[config.mk]
export PLATFORM = sky130hd
export DESIGN_NAME = sorted_array_priority_queue_unit
export DESIGN_NICKNAME = d
export VERILOG_FILES = /design/src/sv/sapq_pkg.sv /design/src/sv/sapq_core.sv /design/src/sv/sorted_array_priority_queue_unit.sv
export VERILOG_INCLUDE_DIRS = /design/src /design/src/sv
export SDC_FILE = /design/constraint.sdc
export NUM_CORES = 1
export LEC_CHECK = 0
export BUFFER_PORTS_ARGS = -buffer_cell sky130_fd_sc_hd__buf_2
export CORE_MARGIN = 1.5
export CORE_UTILIZATION = 24
export CTS_CLUSTER_DIAMETER = 120
export DETAILED_ROUTE_END_ITERATION = 10
export PLACE_DENSITY = 0.41
export SYNTH_ARGS = -nofsm -noshare
export SYNTH_HDL_FRONTEND = slang
export SYNTH_HIERARCHICAL = 1
export SYNTH_SLANG_ARGS = --single-unit
[constraint.sdc]
create_clock -name clk -period 6 [get_ports clk]
set_clock_uncertainty 0.05 [all_clocks]
set_input_delay 0.9 -clock clk [delete_from_list [all_inputs] [get_ports clk]]
set_output_delay 0.9 -clock clk [all_outputs]
set_load 0.005 [all_outputs]
[src/sv/sorted_array_priority_queue_unit_defines.svh]
// Assertion macros shared by the sorted array priority queue RTL.
// Depends on nothing; the including module must provide clk and arst_n.
`ifndef SORTED_ARRAY_PRIORITY_QUEUE_UNIT_DEFINES_SVH
`define SORTED_ARRAY_PRIORITY_QUEUE_UNIT_DEFINES_SVH

// The consequent must hold in the same cycle as the antecedent.
`define SAPQ_ASSERT_NOW(label, ante, cons, msg) \
	label: assert property (@(posedge clk) disable iff (!arst_n) (ante) |-> (cons)) \
		else $error(msg);

// The consequent must hold in the cycle after the antecedent.
`define SAPQ_ASSERT_NEXT(label, ante, cons, msg) \
	label: assert property (@(posedge clk) disable iff (!arst_n) (ante) |=> (cons)) \
		else $error(msg);

`endif

[src/sv/sapq_pkg.sv]
// Types and constants of the sorted array priority queue.
// Used by sapq_core and sorted_array_priority_queue_unit; depends on nothing.
package sapq_pkg;

	localparam logic MODE_INSERT = 1'b0;
	localparam logic MODE_REMOVE = 1'b1;

	localparam logic [1:0] STATUS_OK    = 2'd0;
	localparam logic [1:0] STATUS_FULL  = 2'd1;
	localparam logic [1:0] STATUS_EMPTY = 2'd2;

	typedef struct packed {
		logic               mode;
		logic signed [31:0] value;
	} req_t;

	typedef struct packed {
		logic [1:0]         status;
		logic signed [31:0] removed_value;
		logic [3:0]         occupancy;
	} rsp_t;

	// Handshake between the sequencer core and the output stage.
	typedef struct packed {
		logic busy;
		logic done;
	} core_stat_t;

endpackage

[src/sv/sapq_core.sv]
// Sequencer, sorted storage and shared comparator of the priority queue.
// Depends on sapq_pkg and sorted_array_priority_queue_unit_defines.svh.
`include "sorted_array_priority_queue_unit_defines.svh"

module sapq_core #(
	parameter int DEPTH = 8
) (
	input  logic                  clk,
	input  logic                  arst_n,
	input  logic                  start,
	input  sapq_pkg::req_t        req,
	input  logic                  take,
	output sapq_pkg::core_stat_t  stat,
	output sapq_pkg::rsp_t        rsp
);

	localparam int AW = (DEPTH > 1) ? $clog2(DEPTH) : 1;
	localparam int CW = $clog2(DEPTH + 1);

	typedef enum logic [6:0] {
		ST_IDLE    = 7'b0000001,
		ST_INS_RD  = 7'b0000010,
		ST_INS_CMP = 7'b0000100,
		ST_INS_PUT = 7'b0001000,
		ST_REM_RD  = 7'b0010000,
		ST_REM_SH  = 7'b0100000,
		ST_FIN     = 7'b1000000
	} state_t;

	state_t             state_q;
	logic [CW-1:0]      count_q;
	logic [AW-1:0]      pos_q;
	logic signed [31:0] val_q;
	logic [31:0]        rd_data_q;
	logic signed [31:0] removed_q;
	logic [1:0]         status_q;

	logic [31:0]   mem [DEPTH];
	logic [AW-1:0] rd_addr;
	logic          wr_en;
	logic [AW-1:0] wr_addr;
	logic [31:0]   wr_data;

	logic          greater;
	logic          full;
	logic          empty;
	logic [AW-1:0] last_idx;

	// The one comparator: is the entry just read ordered after the new value?
	assign greater  = $signed(rd_data_q) > val_q;
	assign full     = count_q == CW'(DEPTH);
	assign empty    = count_q == '0;
	assign last_idx = AW'(count_q - CW'(1));

	always_comb begin
		wr_en   = 1'b0;
		wr_addr = pos_q;
		wr_data = rd_data_q;
		rd_addr = pos_q;
		case (state_q)
			ST_IDLE: begin
				if (start && req.mode == sapq_pkg::MODE_INSERT && empty) begin
					wr_en   = 1'b1;
					wr_addr = '0;
					wr_data = req.value;
				end
			end
			ST_INS_RD: begin
				rd_addr = pos_q - AW'(1);
			end
			ST_INS_CMP: begin
				// Either move the larger entry up one slot or drop the new value in.
				wr_en = 1'b1;
				if (!greater) begin
					wr_data = val_q;
				end
			end
			ST_INS_PUT: begin
				wr_en   = 1'b1;
				wr_data = val_q;
			end
			ST_REM_SH: begin
				if (pos_q != '0) begin
					wr_en   = 1'b1;
					wr_addr = pos_q - AW'(1);
				end
			end
			default: begin
			end
		endcase
	end

	always_ff @(posedge clk) begin
		if (wr_en) begin
			mem[wr_addr] <= wr_data;
		end
	end

	always_ff @(posedge clk) begin
		rd_data_q <= mem[rd_addr];
	end

	always_ff @(posedge clk or negedge arst_n) begin
		if (!arst_n) begin
			state_q <= ST_IDLE;
			count_q <= '0;
			pos_q   <= '0;
		end else begin
			case (state_q)
				ST_IDLE: begin
					if (start) begin
						if (req.mode == sapq_pkg::MODE_INSERT) begin
							if (full) begin
								state_q <= ST_FIN;
							end else if (empty) begin
								count_q <= CW'(1);
								state_q <= ST_FIN;
							end else begin
								pos_q   <= AW'(count_q);
								state_q <= ST_INS_RD;
							end
						end else begin
							if (empty) begin
								state_q <= ST_FIN;
							end else begin
								pos_q   <= '0;
								state_q <= ST_REM_RD;
							end
						end
					end
				end
				ST_INS_RD: begin
					state_q <= ST_INS_CMP;
				end
				ST_INS_CMP: begin
					if (greater) begin
						pos_q   <= pos_q - AW'(1);
						state_q <= (pos_q == AW'(1)) ? ST_INS_PUT : ST_INS_RD;
					end else begin
						count_q <= count_q + CW'(1);
						state_q <= ST_FIN;
					end
				end
				ST_INS_PUT: begin
					count_q <= count_q + CW'(1);
					state_q <= ST_FIN;
				end
				ST_REM_RD: begin
					state_q <= ST_REM_SH;
				end
				ST_REM_SH: begin
					if (pos_q == last_idx) begin
						count_q <= count_q - CW'(1);
						state_q <= ST_FIN;
					end else begin
						pos_q   <= pos_q + AW'(1);
						state_q <= ST_REM_RD;
					end
				end
				ST_FIN: begin
					if (take) begin
						state_q <= ST_IDLE;
					end
				end
				default: begin
					state_q <= ST_IDLE;
				end
			endcase
		end
	end

	always_ff @(posedge clk) begin
		if (state_q == ST_IDLE && start) begin
			val_q     <= req.value;
			removed_q <= '0;
			if (req.mode == sapq_pkg::MODE_INSERT) begin
				status_q <= full ? sapq_pkg::STATUS_FULL : sapq_pkg::STATUS_OK;
			end else begin
				status_q <= empty ? sapq_pkg::STATUS_EMPTY : sapq_pkg::STATUS_OK;
			end
		end else if (state_q == ST_REM_SH && pos_q == '0) begin
			removed_q <= $signed(rd_data_q);
		end
	end

	assign stat.busy         = state_q != ST_IDLE;
	assign stat.done         = state_q == ST_FIN;
	assign rsp.status        = status_q;
	assign rsp.removed_value = removed_q;
	assign rsp.occupancy     = 4'(count_q);

	`SAPQ_ASSERT_NOW(a_count_bound, 1'b1, count_q <= CW'(DEPTH), "count exceeds depth")
	`SAPQ_ASSERT_NOW(a_start_idle, start, state_q == ST_IDLE, "start while busy")
	`SAPQ_ASSERT_NEXT(a_done_holds, stat.done && !take, stat.done, "result dropped")
	`SAPQ_ASSERT_NOW(a_fail_zero, stat.done && status_q != sapq_pkg::STATUS_OK,
		removed_q == '0, "failed operation returned a value")
	`SAPQ_ASSERT_NOW(a_full_count, stat.done && status_q == sapq_pkg::STATUS_FULL,
		count_q == CW'(DEPTH), "full status without a full store")

endmodule

[src/sv/sorted_array_priority_queue_unit.sv]
// Sorted array min-priority queue: up to DEPTH signed 32-bit values kept in
// ascending order in a store with one read and one write port, walked by one
// comparator. An insert into a full or empty queue, or a remove from an empty
// one, goes straight to the result; else an insert moves the larger entries up
// and drops the new value in, and a remove shifts the rest down. Each moved
// entry costs one read and one write of the store. The request channel stalls
// while an item is in work; one result beat comes out per request beat, through
// an output register. Depends on sapq_pkg and sapq_core.
module sorted_array_priority_queue_unit #(
	parameter int DEPTH = 8
) (
	input  logic           clk,
	input  logic           arst_n,
	input  logic           req_valid,
	output logic           req_stall,
	input  sapq_pkg::req_t req,
	output logic           rsp_valid,
	input  logic           rsp_stall,
	output sapq_pkg::rsp_t rsp
);

	sapq_pkg::core_stat_t core_stat;
	sapq_pkg::rsp_t       core_rsp;
	logic                 start;
	logic                 take;
	logic                 rsp_valid_q;
	sapq_pkg::rsp_t       rsp_q;

	assign req_stall = core_stat.busy;
	assign start     = req_valid && !core_stat.busy;
	// The output register can load when it is empty or its beat leaves now.
	assign take      = !rsp_valid_q || !rsp_stall;

	sapq_core #(
		.DEPTH(DEPTH)
	) u_core (
		.clk   (clk),
		.arst_n(arst_n),
		.start (start),
		.req   (req),
		.take  (take),
		.stat  (core_stat),
		.rsp   (core_rsp)
	);

	always_ff @(posedge clk or negedge arst_n) begin
		if (!arst_n) begin
			rsp_valid_q <= 1'b0;
		end else if (core_stat.done && take) begin
			rsp_valid_q <= 1'b1;
		end else if (!rsp_stall) begin
			rsp_valid_q <= 1'b0;
		end
	end

	always_ff @(posedge clk) begin
		if (core_stat.done && take) begin
			rsp_q <= core_rsp;
		end
	end

	assign rsp_valid = rsp_valid_q;
	assign rsp       = rsp_q;

endmodule

Word-level counts from Yosys, hierarchy flattened
Memory sizes are Yosys's and may differ from the RTL's. A register that Yosys moved wholly into a read port is not among the register bits.
Cells that the tools add are included.
{"block": "totals", "reg_bits": 119, "ramBits": 256, "input_bits": 37, "out_inout_bits": 40, "mem_count": 1}
{"block": "op_classes", "n_addsub": 4, "order_cmp": 1, "eq_ne": 23, "muxes": 42, "bitwise": 1, "reduce_logical": 19}
{"name": "u_core.mem", "depth": 8, "width": 32, "read_ports": 1, "rd_clocked_by_memory_dff": 1, "wr": 1, "line_no": "sapq_core.sv:38", "text": "logic [31:0] mem [DEPTH];"}
{"operator": "$pmux 32 s3", "count": 1}
{"operator": "$mux 32", "count": 2}
{"operator": "$mux 7", "count": 8}
{"operator": "$pmux 7 s7", "count": 1}
{"operator": "$gt 32x32->1", "count": 1}
{"operator": "$mux 3", "count": 10}
{"operator": "$mux 4", "count": 7}
{"operator": "$pmux 4 s4", "count": 1}
{"operator": "$ne 2x1->1 const B", "count": 6}
{"operator": "$ne 2x2->1 const B", "count": 5}
{"operator": "$pmux 3 s3", "count": 1}
{"operator": "$eq 7x1->1 const B", "count": 1}
{"operator": "$eq 7x2->1 const B", "count": 1}
{"operator": "$eq 7x3->1 const B", "count": 1}
{"operator": "$eq 7x4->1 const B", "count": 1}
{"operator": "$eq 7x5->1 const B", "count": 1}
{"operator": "$eq 7x6->1 const B", "count": 1}
{"operator": "$eq 7x7->1 const B", "count": 1}
{"operator": "$mux 1", "count": 7}
{"operator": "$ne 7x1->1 const B", "count": 1}
{"operator": "$reduce_and 7->1", "count": 1}
{"operator": "$logic_and 1x1->1", "count": 6}
{"operator": "$pmux 3 s2", "count": 1}
{"operator": "$reduce_and 6->1", "count": 1}
{"operator": "19 further kinds", "count": 23}

Logic depth before layout (Yosys ltp)
{"block": "logic_depth", "ltp_word": 9, "depth_mapped": 10, "mapped_depth_nobuf": 10}

Cells and area by module
The synthesis kept the hierarchy.
{"module": "sapq_core", "instances": 1, "cells_each": 920, "area_each_um2": 15025.7, "seq_area_each_um2": 10341.2}
{"module": "sorted_array_priority_queue_unit", "instances": 1, "cells_each": 43, "area_each_um2": 1194.9, "seq_area_each_um2": 1166.1}

Least setup slack after synthesis
No wires, ideal clock.
{"block": "synth_path", "path_kind": "flip-flop to flip-flop", "start": "reg u_core.state_q[5]", "end": "mem u_core.mem[0][0] (enable)", "setup_ns": 0.461, "arrival_ns": 4.145, "required_time_ns": 5.489, "slack_ns": 1.344, "path_stages_with_launch": 10, "n_path_buf": 0, "cell_sequence": "dfrtp_1 > nor3_2 > and3_1 > inv_1 > nor2b_1 > nand4_1 > o21ai_0 > o21ai_0 > a32o_1 > nor3_1"}
{"block": "synth_via", "elab_chain_cells": 9, "elab_cells_between_ends": 16}
{"item": "from (decl)", "line_no": "sapq_core.sv:30", "text": "state_t state_q;"}
{"item": "from (signal assigned)", "line_no": "sapq_core.sv:138", "text": "state_q <= (pos_q == AW'(1)) ? ST_INS_PUT : ST_INS_RD;"}
{"item": "$ne 7x1->1 (*)", "line_no": "sapq_core.sv:186", "text": "assign stat.busy = state_q != ST_IDLE;"}
{"item": "net req_stall", "line_no": "sorted_array_priority_queue_unit.sv:15", "text": "output logic req_stall,"}
{"item": "$logic_not 1->1 (*)", "line_no": "sorted_array_priority_queue_unit.sv:30", "text": "assign start = req_valid && !core_stat.busy;"}
{"item": "$logic_and 1x1->1 (*)", "line_no": "sorted_array_priority_queue_unit.sv:30"}
{"item": "net start", "line_no": "sorted_array_priority_queue_unit.sv:24", "text": "logic start;"}
{"item": "$logic_and 1x1->1 (*) (2 in series)", "line_no": "sapq_core.sv:62", "text": "if (start && req.mode == sapq_pkg::MODE_INSERT && empty) begin"}
{"item": "$mux 1", "line_no": "sapq_core.sv:62"}
{"item": "$pmux 1 s3", "line_no": "sapq_core.sv:60", "text": "case (state_q)"}
{"item": "$mux 1", "line_no": "sapq_core.sv:94", "text": "if (wr_en) begin"}
{"item": "$mux 1 (implied by the code)", "line_no": "sapq_core.sv:95", "text": "mem[wr_addr] <= wr_data;"}
{"item": "to (decl)", "line_no": "sapq_core.sv:38"}
Mark *: on every way through the listed nets, which the timed path passes. The rest lies on a longest branch.

Worst setup path after layout
{"block": "layout_path", "start": "reg u_core.val_q[15]", "end": "mem u_core.mem[4][15], data pin"}
{"block": "layout_via", "elab_chain_cells": 3}
{"item": "from (decl)", "line_no": "sapq_core.sv:33", "text": "logic signed [31:0] val_q;"}
{"item": "from (signal assigned)", "line_no": "sapq_core.sv:174", "text": "val_q <= req.value;"}
{"item": "$gt 32x32->1", "line_no": "sapq_core.sv:50", "text": "assign greater = $signed(rd_data_q) > val_q;"}
{"item": "$mux 32", "line_no": "sapq_core.sv:74", "text": "if (!greater) begin"}
{"item": "$pmux 32 s3 (*)", "line_no": "sapq_core.sv:60"}
{"item": "net u_core.wr_data[15]", "line_no": "sapq_core.sv:42", "text": "logic [31:0] wr_data;"}
Marks and branches as above.

==> flow_metrics.py <==
metrics = {
    "floorplan": {
        "core-area_um2": 67000,
        "row_count": 95,
        "die_h_um": 263,
        "start_util_pct": 24.2,
        "die_area_um2": 69200,
        "die_w_um": 263,
        "ios": 77,
    },
    "place": {
        "portBuffers": 76,
        "gp_congestion": 0.756,
        "pre_cts_slack_ns": 2.34,
        "placed_area_um2": 17800,
        "dp.cells": 1895,
        "dpl.hpwl_um": 24800,
    },
    "drt": {
        "via_per_inst": 4.50,
        "ant_nets": 0,
        "routed-via-count": 8892,
        "drt_drc_violations_left": 0,
        "drt_iter0_drc": 586,
        "routed_wl_um": 42700,
        "firstDrtPassIters": 7,
        "avgRoutedWirePerCell_um": 21.6,
    },
    "global_route": {
        "grt.met2_usage_pct": 19.9,
        "met1_usage_pct": 17.0,
        "grt_usage_pct": 12.5,
        "antenna_found_initial": 3,
        "grt_first_pass_wirelength_um": 63200,
        "grt_pass1_vias": 9271,
        "grtUsageMet3_pct": 2.31,
        "gr-total-overflow": 0,
        "grt_max_degree": 45,
        "grt-busiest-layer": "met2",
    },
    "finish": {
        "fill_cells": 6754,
        "stdcell_area_um2": 19300,
        "mostFrequentLayoutCell": "edfxtp_1",
        "syn_to_final_growth_pct": 18.8,
        "fin_util_pct": 28.7,
        "stdcell_count": 1978,
        "final_cell_mix": "328 x edfxtp_1, 81 x nand2_1, 76 x buf_2",
        "n_antenna_cell": 0,
        "layout-drive-gt1-share_pct": 26.2,
        "nets": 1145,
    },
    "logic_synthesis": {
        "syn_area_per_cell_um2": 16.8,
        "synth_cell_types": 66,
        "synth_top_area_share_pct": 60.7,
        "synth_nets": 1039,
        "syn_inst": 963,
        "synth_enable_flop_cells": 328,
        "synthTopCellsByArea": "edfxtp_1 61%, mux4_2 8.9%, dfxtp_1 7.9%",
        "async_flop_share_pct": 3.69,
        "synth_largest_area_cell": "edfxtp_1",
        "synth_ff_type": "edfxtp_1",
        "synth_seq_area_share_pct": 70.9,
        "yosysWarnings": 6,
        "netlist_area_um2": 16200,
        "synth_seq_cells": 407,
    },
    "critical_path": {
        "critical_path_buf_inv_count": 2,
        "crit_type": "register to register",
        "path_max_fanout": 32,
        "slowest_delay_ns": 0.78,
        "start_kind": "register",
        "slowest_stage": "a221oi_1",
        "r2r_slack_ns": 2.31,
        "cp.arrival_ns": 4.01,
        "crit_family": "compound AO/OA/AOI/OAI gates",
        "end_kind": "register",
        "required_ns": 6.32,
        "crit_chain": "inv_1 -> ha_1 -> nand4_1 -> nor2_1 -> a221oi_1 -> a31oi_1 -> o311ai_4 -> buf_4 -> a221o_1",
    },
    "cts": {
        "htree_levels": 2,
        "clkTransAtPathRegs_ns": 0.06,
        "cts.sinks": 407,
        "cts_hold_buf": 0,
        "ctsResizeCount": 0,
        "insertion_delay_ns": 0.58,
        "ctsRootBufferMaster": "clkbuf_16",
        "cts_setup_buffers": 0,
        "cts_tree": "built",
        "clock_path_buffers": 3,
        "cts_buffers": 45,
    },
    "worst_hold_path": {
        "hold_class": "primary input to asynchronous set/reset pin",
    },
    "sta": {
        "worst_slack_ns": 2.31,
        "fin_crit_sh_pct": 61.5,
        "fin_hold_ws_ns": 0.195,
        "fin_crit_ns": 3.69,
        "drv_slew": 0,
        "setup_viol": 0,
        "finalSetupTns_ns": 0,
        "max_freq_ghz": 0.271,
        "final_hold_viol_count": 0,
        "maxSlewHeadroom_pct": 27.8,
        "rsz0062_at_grt": "false",
        "worstMarginPinSlew_ns": 1.08,
    },
    "outcome": {
        "status": "complete, no violations",
    },
    "power_and_ir_drop": {
        "clkPwrFrac_pct": 30.3,
        "p_int_mw": 6.29,
        "switchingPower_mw": 2.68,
        "ir_drop_mv": 0.218,
        "switching_share_pct": 29.9,
        "leakagePower_nw": 6.51,
        "p_comb_share_pct": 25.1,
        "power_mw": 8.97,
        "p_per_area_nw_per_um2": 466,
        "seq_power_share_pct": 44.7,
    },
    "run": {
        "drv_cap": 0,
    },
}
synthesized netlist by cell type (6+ instances only):
master	instances
inv_1	41
mux4_2	64
a21oi_1	52
nand4_1	9
dfrtp_1	14
nor2_1	12
dfxtp_1	64
nand3_1	7
nor4_1	7
clkbuf_1	28
nand2_1	81
a31oi_1	6
nor3_1	11
nand2b_1	6
o21ai_0	10
buf_2	6
a221o_1	32
edfxtp_1	328
mux2_2	35
ha_1	39
and2_1	34
flip-flops by register name, summed over array words and instances (netlist names), 3 cells and up:
register / cells
u_core/state_q: 7
u_core/count_q: 4
u_core/val_q: 32
u_core/pos_q: 3
u_core/mem: 256
u_core/rd_data_q: 32
u_core/removed_q: 32
rsp: 38
routing by layer:
layer	share of wire, %	routed length [um]
met5	0.068	29
met1	46	19700
met2	46	19800
met4	2.4	1010
met3	5.1	2190
worst paths after layout:
check | to | startpoint | cells after the start
max | u_core/mem[4][15]$_DFFE_PP_ | u_core/val_q[15]$_DFFE_PP_ | 9
min | u_core/state_q[2]$_DFFE_PN0P_ | arst_n | 1
max reg2reg | u_core/mem[4][15]$_DFFE_PP_ | u_core/val_q[15]$_DFFE_PP_ | 9
min reg2reg | rsp[36]$_DFFE_PP_ | u_core/status_q[0]$_SDFFCE_PP0P_ | 0
max in group asynchronous | u_core/state_q[0]$_DFFE_PN1P_ | arst_n | 1
min in group clk | rsp[36]$_DFFE_PP_ | u_core/status_q[0]$_SDFFCE_PP0P_ | 0
cell type report:
| cell class | instances | area (um2) | share of cell area, % |
|---|---|---|---|
| Sequential cell | 407 | 11500 | 59.7 |
| Multi-Input combinational cell | 475 | 4500 | 23.4 |
| Clock buffer | 62 | 1230 | 6.39 |
| Tap cell | 873 | 1090 | 5.67 |
| Timing Repair Buffer | 98 | 558 | 2.90 |
| Clock inverter | 21 | 224 | 1.16 |
| Inverter | 42 | 158 | 0.818 |
logic make-up after synthesis:
kind of cell	after synthesis	synth area share [%]
compound gates	130	5.72
simple gates	197	6.33
fa+ha+maj	39	3.01
mux	102	11.5
xor+xnor	7	0.509
buf+inv	81	1.99
flops	407	70.9
power by group through the flow:
stage,Combinational (mW),Clock (mW),Sequential [mW]
after CTS,2.32,2.81,4.01
after floorplan,1.63,0,3.96
after detailed placement,2.30,0,4.07
final,2.25,2.71,4.01
after global routing,2.52,2.92,4.06
after global placement,2.28,0,4.06
(Power assumes the default switching activity.)
